File: src/design/ptt_pkg.sv
// Shared types and constants for the page temperature table.
// Command codes, register indexes, field widths and the match status struct.
// No dependencies.
`default_nettype none

package ptt_pkg;

  localparam int unsigned DEF_TABLE_ENTRIES = 64;

  localparam int unsigned PAGE_W   = 36;
  localparam int unsigned AMOUNT_W = 8;
  localparam int unsigned RAND_W   = 32;
  localparam int unsigned TEMP_W   = 5;
  localparam int unsigned LEVEL_W  = 2;
  localparam int unsigned TICK_W   = 32;
  localparam int unsigned CMD_W    = 3;
  localparam int unsigned CFG_IDX_W  = 2;
  localparam int unsigned CFG_DATA_W = 32;

  // in_tdata: 79 field bits padded to 80
  localparam int unsigned IN_DATA_W  = 80;
  // out_tdata: 10 field bits padded to 16
  localparam int unsigned OUT_DATA_W = 16;

  typedef enum logic [CMD_W-1:0] {
    CMD_ABORT = 3'd0,
    CMD_INCR  = 3'd1,
    CMD_RESET = 3'd2,
    CMD_QUERY = 3'd3,
    CMD_TICK  = 3'd4,
    CMD_CLEAR = 3'd5
  } cmd_t;

  localparam logic [CFG_IDX_W-1:0] CFG_WARM     = 2'd0;
  localparam logic [CFG_IDX_W-1:0] CFG_HOT      = 2'd1;
  localparam logic [CFG_IDX_W-1:0] CFG_MAX_TEMP = 2'd2;
  localparam logic [CFG_IDX_W-1:0] CFG_DECAY    = 2'd3;

  localparam logic [LEVEL_W-1:0] LVL_COLD = 2'd0;
  localparam logic [LEVEL_W-1:0] LVL_WARM = 2'd1;
  localparam logic [LEVEL_W-1:0] LVL_HOT  = 2'd2;

  localparam logic [TEMP_W-1:0] WARM_RESET  = 5'd5;
  localparam logic [TEMP_W-1:0] HOT_RESET   = 5'd10;
  localparam logic [TEMP_W-1:0] MAX_RESET   = 5'd10;
  localparam logic [TICK_W-1:0] DECAY_RESET = 32'd1000;

  typedef struct packed {
    logic hit;
    logic full;
  } cam_status_t;

endpackage

`default_nettype wire

File: src/design/ptt_ram.sv
// Generic single-write, single-read RAM with a registered read port.
// Depends on nothing.
`default_nettype none

module ptt_ram #(
  parameter int unsigned WIDTH = 8,
  parameter int unsigned DEPTH = 64,
  localparam int unsigned AW = (DEPTH > 1) ? $clog2(DEPTH) : 1
) (
  input  wire logic             clk,
  input  wire logic             we,
  input  wire logic [AW-1:0]    waddr,
  input  wire logic [WIDTH-1:0] wdata,
  input  wire logic             re,
  input  wire logic [AW-1:0]    raddr,
  output logic      [WIDTH-1:0] rdata
);

  logic [WIDTH-1:0] mem_r [DEPTH];
  logic [WIDTH-1:0] rdata_r;

  always_ff @(posedge clk) begin
    if (we) begin
      mem_r[waddr] <= wdata;
    end
    if (re) begin
      rdata_r <= mem_r[raddr];
    end
  end

  assign rdata = rdata_r;

endmodule

`default_nettype wire

File: src/design/ptt_cam.sv
// Page tag store: associative match of one page against all valid entries,
// fill-count allocation and bulk invalidate. Uses ptt_pkg.
`default_nettype none

module ptt_cam #(
  parameter int unsigned ENTRIES = ptt_pkg::DEF_TABLE_ENTRIES,
  localparam int unsigned IW = $clog2(ENTRIES),
  localparam int unsigned CW = $clog2(ENTRIES + 1)
) (
  input  wire logic                        clk,
  input  wire logic                        rst_n,
  input  wire logic [ptt_pkg::PAGE_W-1:0]  lookup_page,
  input  wire logic                        alloc,
  input  wire logic                        clear,
  output logic      [IW-1:0]               slot,
  output ptt_pkg::cam_status_t             status
);

  import ptt_pkg::*;

  logic [PAGE_W-1:0]  tag_r [ENTRIES];
  logic [ENTRIES-1:0] valid_r, valid_nxt;
  logic [CW-1:0]      count_r, count_nxt;
  logic [IW-1:0]      match_idx;
  logic               hit;

  // tags are unique, so the match vector is one-hot: OR the indexes together
  always_comb begin
    match_idx = '0;
    hit       = 1'b0;
    for (int i = 0; i < ENTRIES; i++) begin
      if (valid_r[i] && tag_r[i] == lookup_page) begin
        hit       = 1'b1;
        match_idx = match_idx | IW'(i);
      end
    end
  end

  // entries only free all at once, so valid entries are always a prefix
  assign status.hit  = hit;
  assign status.full = (count_r == CW'(ENTRIES));
  assign slot        = hit ? match_idx : count_r[IW-1:0];

  always_comb begin
    valid_nxt = valid_r;
    count_nxt = count_r;
    if (clear) begin
      valid_nxt = '0;
      count_nxt = '0;
    end else if (alloc) begin
      valid_nxt[count_r[IW-1:0]] = 1'b1;
      count_nxt = count_r + CW'(1);
    end
  end

  always_ff @(posedge clk) begin
    if (!rst_n) begin
      valid_r <= '0;
      count_r <= '0;
    end else begin
      valid_r <= valid_nxt;
      count_r <= count_nxt;
    end
  end

  always_ff @(posedge clk) begin
    if (alloc && !clear) begin
      tag_r[count_r[IW-1:0]] <= lookup_page;
    end
  end

endmodule

`default_nettype wire

File: src/design/page_temperature_table.sv
// Page temperature table, top level.
// An accepted item passes a lookup state (tag match, temperature RAM read) and an
// execute state (update) that sets out_tvalid; no new item is taken in between;
//   the update waits while the previous result is still held in the output register.
// Reset: synchronous; all entries invalid, all temperatures cold through per-entry
//   flags, tick counter zero, registers at their defaults; no clearing pass.
`default_nettype none

module page_temperature_table #(
  parameter int unsigned TABLE_ENTRIES = ptt_pkg::DEF_TABLE_ENTRIES
) (
  input  wire logic                             clk,
  input  wire logic                             rst_n,
  // command[2:0], page_number[38:3], increment_amount[46:39],
  // random_bits[78:47], zero[79]
  input  wire logic [ptt_pkg::IN_DATA_W-1:0]    in_tdata,
  input  wire logic                             in_tvalid,
  output logic                                  in_tready,
  // temperature[4:0], level[6:5], page_present[7], table_full[8],
  // decayed[9], zero[15:10]
  output logic      [ptt_pkg::OUT_DATA_W-1:0]   out_tdata,
  output logic                                  out_tvalid,
  input  wire logic                             out_tready,
  input  wire logic                             cfg_we,
  input  wire logic [ptt_pkg::CFG_IDX_W-1:0]    cfg_index,
  input  wire logic [ptt_pkg::CFG_DATA_W-1:0]   cfg_wdata
);

  import ptt_pkg::*;

  localparam int unsigned IW = $clog2(TABLE_ENTRIES);

  typedef enum logic [2:0] {
    ST_IDLE = 3'b001,
    ST_LOOK = 3'b010,
    ST_EXEC = 3'b100
  } state_t;

  state_t state_r, state_nxt;

  // configuration
  logic [TEMP_W-1:0] warm_r, hot_r, max_r;
  logic [TICK_W-1:0] interval_r;

  // captured item
  logic [CMD_W-1:0]    cmd_r;
  logic [PAGE_W-1:0]   page_r;
  logic [AMOUNT_W-1:0] amount_r;
  logic [RAND_W-1:0]   rnd_r;

  // lookup results
  logic [IW-1:0] slot_r;
  logic          present_r;
  logic          full_r;

  logic [TICK_W-1:0]        ticks_r, ticks_nxt;
  logic [TABLE_ENTRIES-1:0] temp_ok_r, temp_ok_nxt;

  logic                  out_valid_r;
  logic [OUT_DATA_W-1:0] out_data_r;

  logic              in_fire, exec_fire, is_add;
  logic              cam_alloc, cam_clear;
  logic [IW-1:0]     cam_slot;
  cam_status_t       cam_st;
  logic [TEMP_W-1:0] rd_temp, cur;

  logic              ram_we;
  logic [TEMP_W-1:0] ram_wdata;

  logic [RAND_W-1:0] top_mask;
  logic              bump;
  logic [TEMP_W:0]   abort_sum;
  logic [8:0]        incr_sum;
  logic [TEMP_W-1:0] upd_temp, res_temp;
  logic [TICK_W:0]   ticks_inc;
  logic              decay, res_present;
  logic [LEVEL_W-1:0] res_level;

  assign in_tready = (state_r == ST_IDLE);
  assign in_fire   = in_tvalid && in_tready;
  assign exec_fire = (state_r == ST_EXEC) && (!out_valid_r || out_tready);
  assign is_add    = (cmd_r == CMD_ABORT) || (cmd_r == CMD_INCR);
  assign cam_alloc = (state_r == ST_LOOK) && is_add && !cam_st.hit && !cam_st.full;
  assign cam_clear = exec_fire && (cmd_r == CMD_CLEAR);

  ptt_cam #(
    .ENTRIES (TABLE_ENTRIES)
  ) u_cam (
    .clk         (clk),
    .rst_n       (rst_n),
    .lookup_page (page_r),
    .alloc       (cam_alloc),
    .clear       (cam_clear),
    .slot        (cam_slot),
    .status      (cam_st)
  );

  ptt_ram #(
    .WIDTH (TEMP_W),
    .DEPTH (TABLE_ENTRIES)
  ) u_temp_ram (
    .clk   (clk),
    .we    (ram_we),
    .waddr (slot_r),
    .wdata (ram_wdata),
    .re    (state_r == ST_LOOK),
    .raddr (cam_slot),
    .rdata (rd_temp)
  );

  // an entry whose flag dropped reads as cold
  assign cur = temp_ok_r[slot_r] ? rd_temp : '0;

  // abort bumps at cur 0, or below max if the top cur bits of rnd_r are all zero
  assign top_mask  = ~({RAND_W{1'b1}} >> cur);
  assign bump      = (cur == '0) || ((cur < max_r) && ((rnd_r & top_mask) == '0));
  assign abort_sum = {1'b0, cur} + (TEMP_W + 1)'(bump);
  assign incr_sum  = 9'(cur) + 9'(amount_r);
  assign ticks_inc = {1'b0, ticks_r} + (TICK_W + 1)'(1);
  assign decay     = (ticks_inc >= {1'b0, interval_r});

  always_comb begin
    if (cmd_r == CMD_ABORT) begin
      if (abort_sum > {1'b0, max_r}) begin
        upd_temp = (cur > max_r) ? cur : max_r;
      end else begin
        upd_temp = abort_sum[TEMP_W-1:0];
      end
    end else if (incr_sum > 9'(max_r)) begin
      upd_temp = max_r;
    end else begin
      upd_temp = incr_sum[TEMP_W-1:0];
    end
  end

  assign ram_we    = exec_fire && is_add && present_r;
  assign ram_wdata = upd_temp;

  always_comb begin
    // an absent page always reports zero
    res_temp    = present_r ? cur : '0;
    res_present = present_r;
    ticks_nxt   = ticks_r;
    temp_ok_nxt = temp_ok_r;
    if (cam_alloc) begin
      temp_ok_nxt[cam_slot] = 1'b0;
    end
    if (exec_fire) begin
      case (cmd_r)
        CMD_ABORT, CMD_INCR: begin
          res_temp = present_r ? upd_temp : '0;
          if (present_r) begin
            temp_ok_nxt[slot_r] = 1'b1;
          end
        end
        CMD_RESET: begin
          res_temp = '0;
          if (present_r) begin
            temp_ok_nxt[slot_r] = 1'b0;
          end
        end
        CMD_TICK: begin
          if (decay) begin
            res_temp    = '0;
            ticks_nxt   = '0;
            temp_ok_nxt = '0;
          end else begin
            ticks_nxt = ticks_inc[TICK_W-1:0];
          end
        end
        CMD_CLEAR: begin
          res_temp    = '0;
          res_present = 1'b0;
          ticks_nxt   = '0;
          temp_ok_nxt = '0;
        end
        default: begin
        end
      endcase
    end
  end

  always_comb begin
    if (!res_present) begin
      res_level = LVL_COLD;
    end else if (res_temp >= hot_r) begin
      res_level = LVL_HOT;
    end else if (res_temp >= warm_r) begin
      res_level = LVL_WARM;
    end else begin
      res_level = LVL_COLD;
    end
  end

  always_comb begin
    state_nxt = state_r;
    unique case (state_r)
      ST_IDLE: if (in_fire) state_nxt = ST_LOOK;
      ST_LOOK: state_nxt = ST_EXEC;
      ST_EXEC: if (exec_fire) state_nxt = ST_IDLE;
      default: state_nxt = ST_IDLE;
    endcase
  end

  always_ff @(posedge clk) begin
    if (!rst_n) begin
      state_r     <= ST_IDLE;
      ticks_r     <= '0;
      temp_ok_r   <= '0;
      out_valid_r <= 1'b0;
      warm_r      <= WARM_RESET;
      hot_r       <= HOT_RESET;
      max_r       <= MAX_RESET;
      interval_r  <= DECAY_RESET;
    end else begin
      state_r   <= state_nxt;
      ticks_r   <= ticks_nxt;
      temp_ok_r <= temp_ok_nxt;
      if (exec_fire) begin
        out_valid_r <= 1'b1;
      end else if (out_tready) begin
        out_valid_r <= 1'b0;
      end
      if (cfg_we) begin
        unique case (cfg_index)
          CFG_WARM:     warm_r     <= cfg_wdata[TEMP_W-1:0];
          CFG_HOT:      hot_r      <= cfg_wdata[TEMP_W-1:0];
          CFG_MAX_TEMP: max_r      <= cfg_wdata[TEMP_W-1:0];
          CFG_DECAY:    interval_r <= cfg_wdata[TICK_W-1:0];
          default: begin
          end
        endcase
      end
    end
  end

  // payload registers
  always_ff @(posedge clk) begin
    if (in_fire) begin
      cmd_r    <= in_tdata[2:0];
      page_r   <= in_tdata[38:3];
      amount_r <= in_tdata[46:39];
      rnd_r    <= in_tdata[78:47];
    end
    if (state_r == ST_LOOK) begin
      slot_r    <= cam_slot;
      present_r <= cam_st.hit || cam_alloc;
      full_r    <= is_add && !cam_st.hit && cam_st.full;
    end
    if (exec_fire) begin
      out_data_r <= {6'd0, (cmd_r == CMD_TICK) && decay, full_r, res_present,
                     res_level, res_temp};
    end
  end

  assign out_tvalid = out_valid_r;
  assign out_tdata  = out_data_r;

endmodule

`default_nettype wire
File: config.mk
export PLATFORM = sky130hd
export DESIGN_NAME = page_temperature_table
export DESIGN_NICKNAME = d
export VERILOG_FILES = /design/src/design/ptt_pkg.sv /design/src/design/ptt_ram.sv /design/src/design/ptt_cam.sv /design/src/design/page_temperature_table.sv
export SDC_FILE = /design/constraint.sdc
export NUM_CORES = 2
export LEC_CHECK = 0
export BUFFER_PORTS_ARGS = -buffer_cell sky130_fd_sc_hd__clkbuf_2
export CORE_MARGIN = 2
export CORE_UTILIZATION = 50
export CTS_CLUSTER_SIZE = 10
export DETAILED_ROUTE_END_ITERATION = 7
export GPL_ROUTABILITY_DRIVEN = 1
export PLACE_DENSITY_LB_ADDON = 0.15
export RECOVER_POWER = 25
export SYNTH_ARGS = -nofsm -noshare
export SYNTH_HDL_FRONTEND = slang
export SYNTH_SLANG_ARGS = --single-unit
File: constraint.sdc
create_clock -name clk -period 23.3 [get_ports clk]
set_clock_uncertainty 0.15 [all_clocks]
set_input_delay 2.33 -clock clk [delete_from_list [all_inputs] [get_ports clk]]
set_output_delay 2.33 -clock clk [all_outputs]
set_load 0.005 [all_outputs]
Word level (Yosys, flattened, before mapping). Memory sizes are Yosys's and may differ from the RTL's. A register that Yosys moved wholly into a read port is not among the register bits. Cells that the tools add are included.

Bits in registers: 315. Bits in latches: 0. Memory bits (writable): 2624. ROM bits: 0. Bits of input ports: 119. Output and inout bits: 18. Word-level logic and storage cells: 449. Memories: 2.

Memory list: u_cam.tag_r (depth 64, width 36, rd ports 64, clocked after memory_dff 0, wr ports 1, RTL line ptt_cam.sv:21) `logic [PAGE_W-1:0] tag_r [ENTRIES];`; u_temp_ram.mem_r (depth 64, width 5, rd ports 1, clocked after memory_dff 1, wr ports 1, RTL line ptt_ram.sv:19) `logic [WIDTH-1:0] mem_r [DEPTH];`.

Add/subtract/negate cells: 4. $mul: 0. Div/mod/pow operators: 0. Magnitude comparators: 13. Equality and inequality tests: 84. Shifts and indexed selects: 1. Multiplexer cells: 215. Bitwise operators: 9. Reduce and logical (&&, ||, !) cells: 102.

Operators by type and width (number): 36-bit equality test (64); 64-bit two-way mux (14); 32-bit two-way mux (9); 64-bit case mux with 4 select lines (1); 5-bit two-way mux (45); 6-bit two-way mux (33); 64-bit bitwise AND (2); 64-bit NOT (2); 64-bit bitwise OR (2); 1-bit two-way mux (82); 1-bit logical AND (80); 32-bit case mux with 2 select lines (1); 32-bit by 1-bit adder with 33-bit output (second input constant) (1); 33-bit by 32-bit >= comparator with 1-bit output (1); 32-bit bitwise AND (1); 32-bit zero test (1); 4-bit two-way mux (8); 32-bit NOT (1); 32-bit by 5-bit >> shifter with 32-bit output (first input constant) (1); 3-bit two-way mux (8); 6-bit by 7-bit less-than comparator with 1-bit output (second input constant) (3); 1-bit demux with 6-bit select (3); 6-bit by 1-bit >= comparator with 1-bit output (second input constant) (3); 5-bit case mux with 3 select lines (1); 30 further kinds (61).

Depth between registers and ports, before layout. An unclocked memory read counts as a cell.

Word-level depth: 82. Gate-level depth with buffers: 45. Mapped depth without buffers: 41.

Hierarchy. Synthesis repeated with hierarchy kept, for this count alone.

Cells, all modules: 8382. Area, all modules: 126958.0 um^2.

Modules (own cells, without submodules): ptt_cam (instances 1, cells each 6254, area each 100732.9 um^2, seq. area each 70607.7 um^2); page_temperature_table (instances 1, cells each 1518, area each 13406.6 um^2, seq. area each 5825.6 um^2); ptt_ram (instances 1, cells each 610, area each 12818.5 um^2, seq. area each 9759.4 um^2).

Worst setup path before layout. OpenSTA, ideal clock, no wires.

Kind: reg-to-reg. Start point: register slot_r[2]. End point: register out_data_r[5], in the netlist out_tdata[5], data pin. Setup time: 160 ps. Data arrival time: 9545 ps. Slack: 13446 ps. Stages on the path, launching flop included: 43. Cell sequence: edfxtp_1 > clkbuf_1 > buf_1 > nand2_1 > mux4_2 > a211oi_1 > nor2_1 > o221ai_1 > nand2_1 > inv_1 > clkbuf_1 > ha_1 > a21o_1 > a21oi_1 > nand2_1 > a211oi_1 > nand4_1 > a221oi_1 > [7 not listed] > o21a_1 > o21ai_0 > nand2b_1 > a21oi_1 > a31oi_1 > a31oi_1 > a21oi_1 > a21oi_1 > nand3_1 > o21a_1 > ha_1 > nand2b_1 > a21oi_1 > nor2b_1 > o21ai_0 > nand2b_1 > a21oi_1 > nor3b_1.

Word-level cells in the longest chain between the ends: 24. Elaborated cells on any way between the ends: 37.

Ends and longest elaborated chain: start, declared (RTL line page_temperature_table.sv:52) `logic [IW-1:0] slot_r;`; start signal, assigned (RTL line page_temperature_table.sv:247) `slot_r <= cam_slot;`; 1-bit binary-select mux with 6-bit select * (RTL line page_temperature_table.sv:113) `assign cur = temp_ok_r[slot_r] ? rd_temp : '0;`; 1-bit two-way mux (not written as such) * (RTL line page_temperature_table.sv:113); 5-bit two-way mux * (RTL line page_temperature_table.sv:113); 32-bit by 5-bit >> shifter with 32-bit output (RTL line page_temperature_table.sv:116) `assign top_mask = ~({RAND_W{1'b1}} >> cur);`; 32-bit NOT (RTL line page_temperature_table.sv:116); 32-bit bitwise AND (RTL line page_temperature_table.sv:117) `assign bump = (cur == '0) || ((cur < max_r) && ((rnd_r & top_mask) == '0));`; 32-bit zero test (RTL line page_temperature_table.sv:117); 1-bit logical AND (RTL line page_temperature_table.sv:117); [6 not listed]; named net ram_wdata[0] (RTL line page_temperature_table.sv:69) `logic [TEMP_W-1:0] ram_wdata;`; [1 not listed]; 5-bit case mux with 3 select lines * (RTL line page_temperature_table.sv:150) `case (cmd_r)`; 5-bit two-way mux * (2 in a row) (RTL line page_temperature_table.sv:149) `if (exec_fire) begin`; 5-bit >= comparator (RTL line page_temperature_table.sv:189) `end else if (res_temp >= warm_r) begin`; 1-bit two-way mux (RTL line page_temperature_table.sv:189); 2-bit two-way mux (RTL line page_temperature_table.sv:187) `end else if (res_temp >= hot_r) begin`; 2-bit two-way mux (RTL line page_temperature_table.sv:185) `if (!res_present) begin`; 2-bit two-way mux * (RTL line page_temperature_table.sv:187); 2-bit two-way mux * (RTL line page_temperature_table.sv:185); end signal, assigned (RTL line page_temperature_table.sv:252) `out_data_r <= {6'd0, (cmd_r == CMD_TICK) && decay, full_r, res_present,`; end, declared (RTL line page_temperature_table.sv:60) `logic [OUT_DATA_W-1:0] out_data_r;`.

Mark *: on every way through the listed nets, which the timed path passes. The rest lies on a longest branch. The select of a mux whose other input is x is not followed. A chain may end at the register's enable or synchronous reset.

Worst setup path in the final report.
Start point: register page_r[17]. End point: register u_temp_ram.rdata_r[2], in the netlist u_temp_ram.rdata[2], read port of u_temp_ram.mem_r, data pin.

Word-level cells in the longest chain between the ends: 67. Elaborated cells on any way between the ends: 256.

Ends and longest elaborated chain: start, declared (RTL line page_temperature_table.sv:47) `logic [PAGE_W-1:0] page_r;`; start signal, assigned (RTL line page_temperature_table.sv:242) `page_r <= in_tdata[38:3];`; 36-bit equality test (RTL line ptt_cam.sv:32) `if (valid_r[i] && tag_r[i] == lookup_page) begin`; 1-bit logical AND (RTL line ptt_cam.sv:32); 1-bit two-way mux (64 in a row) (RTL line ptt_cam.sv:32); 6-bit two-way mux * (RTL line ptt_cam.sv:42) `assign slot = hit ? match_idx : count_r[IW-1:0];`; end, declared (RTL line ptt_ram.sv:20) `logic [WIDTH-1:0] rdata_r;`.

Every way passes the cells marked *; elsewhere a longest branch is shown, timed or not.

==> flow_summary.toml <==
[critical_path]
critical_path_class = "reg -> reg"
cp_max_fo = 51
cpPeakStageDelay_ns = 3.37
cp.required_ns = 23.73
critPathArrivalTime_ns = 15.70
end_kind = "register"
startpoint_type = "register"
crit_chain = "clkbuf_1 -> clkbuf_1 -> clkbuf_1 -> xor2_1 -> nor4_1 -> nand4_1 -> or4_1 -> nand4_1 -> nor4_1 -> nor4b_2 -> a21o_1 -> nand2_2 -> buf_4 -> inv_2 -> buf_4 -> nor2_1 -> a221o_1 -> a22oi_1 -> o221ai_1 -> or4_1"
path_common_cell = "clkbuf_1"
path_buf_inv = 6
cp_slowest_cell = "clkbuf_1"
critPathTopFamily = "buffers and inverters"

[timing]
setup_tns_ns = 0
period_share = 0.6552
hold_violations = 0
finalCriticalPeriod_ns = 15.27
setup_ws_ns = 8.035
worst_hold_slack_ns = 0.2785
rsz0062_at_grt = "no"
worst_pin_slew_ns = 5.746
max_freq_mhz = 65.51
drv_slew = 2741
relSlewSlack = -2.830
setup_violations = 0

[placement]
place.gp.congestion = 0.9441
place_hpwl_um = 252300
dp_slack_ns = 12.33
portBuffers = 128

[yosys]
synth_simple_gate_area_share = 0.1148
synth-xor-area-share = 0.1538
synth.area.mux_share = 0.01051
synth_top_area_share = 0.6208
ys.flop_type = "edfxtp_1"
synth_area_sq_um = 131800
synth_largest_area_cell = "edfxtp_1"
ys_types = 89
synthArstFlopShare = 0
synth_cells = 9355
synth-compound-area-share = 0.03673
synth.most_common_cell = "edfxtp_1"
synth-edff-count = 2725
yosysSeqAreaShare = 0.6539
yosys_register_bits = 2943
syn_area_per_cell_sq_um = 14.09
synthTopCellsByCount = "edfxtp_1, xor2_1, xnor2_1, nor4_1, nand4_1"
synth_top_family_by_area = "XOR/XNOR gates"
synthAdderAreaFrac = 0.006588
yosysWarningCount = 0
yosys-top-cells-area = "edfxtp_1, xor2_1, xnor2_1"

[drt]
ant_nets = 0
vias = 82971
drt_iter0_drc = 10146
first_pass_iters = 8
wl_um = 405800
avgRoutedWirePerCell_um = 30.30
viasPerCell = 6.195
drcViolationCount = 0

[clocking]
clock_sinks = 2943
numCtsBuffers = 345
root_buffer = "clkbuf_16"
path_clk_slew_ns = 0.06
cts_hold_buf = 0
cts_tree = "yes"
cts_setup_buffers = 0
clk_latency_ns = 0.91
clock_path_buffers = 4
cts_resized = 0
htree_levels = 5

[die]
io_pins = 137
die_h_um = 517.4
die-area_sq_um = 267700
start_util = 0.5026
core-area_sq_um = 262300
die_w_um = 517.4
rows = 188

[pwr]
leakage_uw = 0.04632
peakVddDrop_mv = 0.06652
power_density_nw_per_um2 = 78.44

[global_route]
use_met1 = 0.4194
grt_pass1_wl_um = 579000
met2_usage = 0.4684
antenna_found_initial = 17
busiest_layer = "met2"
grt_util_all_layers = 0.2986
grt_max_degree = 79
grt_pass1_vias = 81087
grt_use_met3 = 0.04693
grt_overflow = 0

[finish]
drive_gt1_frac = 0.08192
num-fill-cells = 21228
fin_nets = 9855
final_util = 0.5580
area_growth_pct = 11.03

[status]
violations = "capacitance limit, slew limit"
run_status = "finished, violations left"

[min_path]
hold_path_class = "reg -> reg"

[flow_run]
max-cap-violations = 96
-- placed cells by master (no fill, tap or decap), drive strengths merged, types with 14 or more instances in the layout --
| master | instances |
|---|---|
| nor4b | 51 |
| xnor2 | 839 |
| a21o | 23 |
| nand4b | 50 |
| mux2 | 39 |
| and3 | 31 |
| nor4 | 685 |
| a21boi | 32 |
| nand2b | 83 |
| a221oi | 18 |
| buf | 158 |
| o2bb2ai | 14 |
| clkinv | 17 |
| nand2 | 329 |
| o311a | 29 |
| a211oi | 21 |
| edfxtp | 2725 |
| o2111a | 17 |
| inv | 119 |
| or4 | 93 |
| o21a | 24 |
| nor2b | 74 |
| nor2 | 322 |
| mux2i | 81 |
| o2111ai | 17 |
| a31oi | 14 |
| o211ai | 18 |
| dfxtp | 218 |
| nor3 | 129 |
| clkbuf | 762 |
| xor2 | 1476 |
| nand3 | 163 |
| a22oi | 65 |
| and4 | 14 |
| and2 | 28 |
| o22ai | 21 |
| o21ai | 137 |
| ha | 67 |
| a21oi | 167 |
| nand4 | 546 |
-- path summary, 6_finish.rpt --
kind	from	to	slack, ns	depth (start not counted)
setup / recovery	page_r[17]$_DFFE_PP_	u_temp_ram.rdata[2]$_DFFE_PP_	8.03	20
hold / removal	full_r$_DFFE_PP_	out_tdata[8]$_DFFE_PP_	0.28	0
setup reg to reg	page_r[17]$_DFFE_PP_	u_temp_ram.rdata[2]$_DFFE_PP_	8.03	20
hold reg to reg	full_r$_DFFE_PP_	out_tdata[8]$_DFFE_PP_	0.28	0
-- area by class of cell --
type                    instances  area (sq um)  share of cell area
clock buffers                 522          9463             0.06465
flip-flops and latches       2943         86190              0.5889
multi-input cells            5874         43240              0.2954
clock inverters                32         345.3            0.002359
diodes                          3         7.507          0.00005129
inverters                     106         397.9            0.002719
repair buffers                398          2315             0.01582
well taps                    3515          4398             0.03005
-- flip-flops by register name, indices dropped and copies added, names as in the netlist --
| name | cells |
|---|---|
| amount_r | 8 |
| cmd_r | 3 |
| full_r | 1 |
| hot_r | 5 |
| interval_r | 32 |
| max_r | 5 |
| out_tdata | 10 |
| out_tvalid | 1 |
| page_r | 36 |
| present_r | 1 |
| rnd_r | 31 |
| slot_r | 6 |
| state_r | 3 |
| temp_ok_r | 64 |
| ticks_r | 32 |
| u_cam.count_r | 7 |
| u_cam.tag_r | 2304 |
| u_cam.valid_r | 64 |
| u_temp_ram.mem_r | 320 |
| u_temp_ram.rdata | 5 |
| warm_r | 5 |
-- metrics by stage --
step / cell area, sq um / cells / power, uW
2_1_floorplan: 131800 / 9360 / 6408
3_3_place_gp: 137300 / 12836 / 6700
3_5_place_dp: 137300 / 12836 / 6706
4_1_cts: 147100 / 13390 / 11530
5_1_grt: 146400 / 13391 / 11770
6_report: 146400 / 13393 / 11480
-- worst register-to-register path: stages (launching register included) --
cell and delay (ns):
edfxtp_1 0.32, clkbuf_1 0.97, clkbuf_1 3.39, clkbuf_1 3.26, xor2_1 0.31, nor4_1 0.12
nand4_1 0.11, or4_1 0.28, nand4_1 0.43, nor4_1 1.18, nor4b_2 0.83, a21o_1 0.37
nand2_2 0.07, buf_4 0.23, inv_2 0.59, buf_4 0.58, nor2_1 0.40, a221o_1 0.44
a22oi_1 0.25, o221ai_1 0.13, or4_1 0.55
-- logic make-up after synthesis --
group,count (synthesis)
buf+inv,543
compound gates,706
xor+xnor,2315
other cells,1
fa+ha+maj,69
flops,2943
simple gates,2652
mux,126
-- metal layers --
layer,up-vias,wire length [um]
met5,-,102
met1,42140,168700
li1,36060,-
met3,814,35230
met2,3941,184500
met4,16,17270
-- where the power goes --
group	switching, uW	internal, uW	leakage (uW)	total, uW
registers	10.7	5810	0.0263	5830
clock network	2090	2790	0.00471	4880
logic	573	205	0.0153	777
total	2670	8810	0.0463	11500
(Power assumes the default switching activity.)
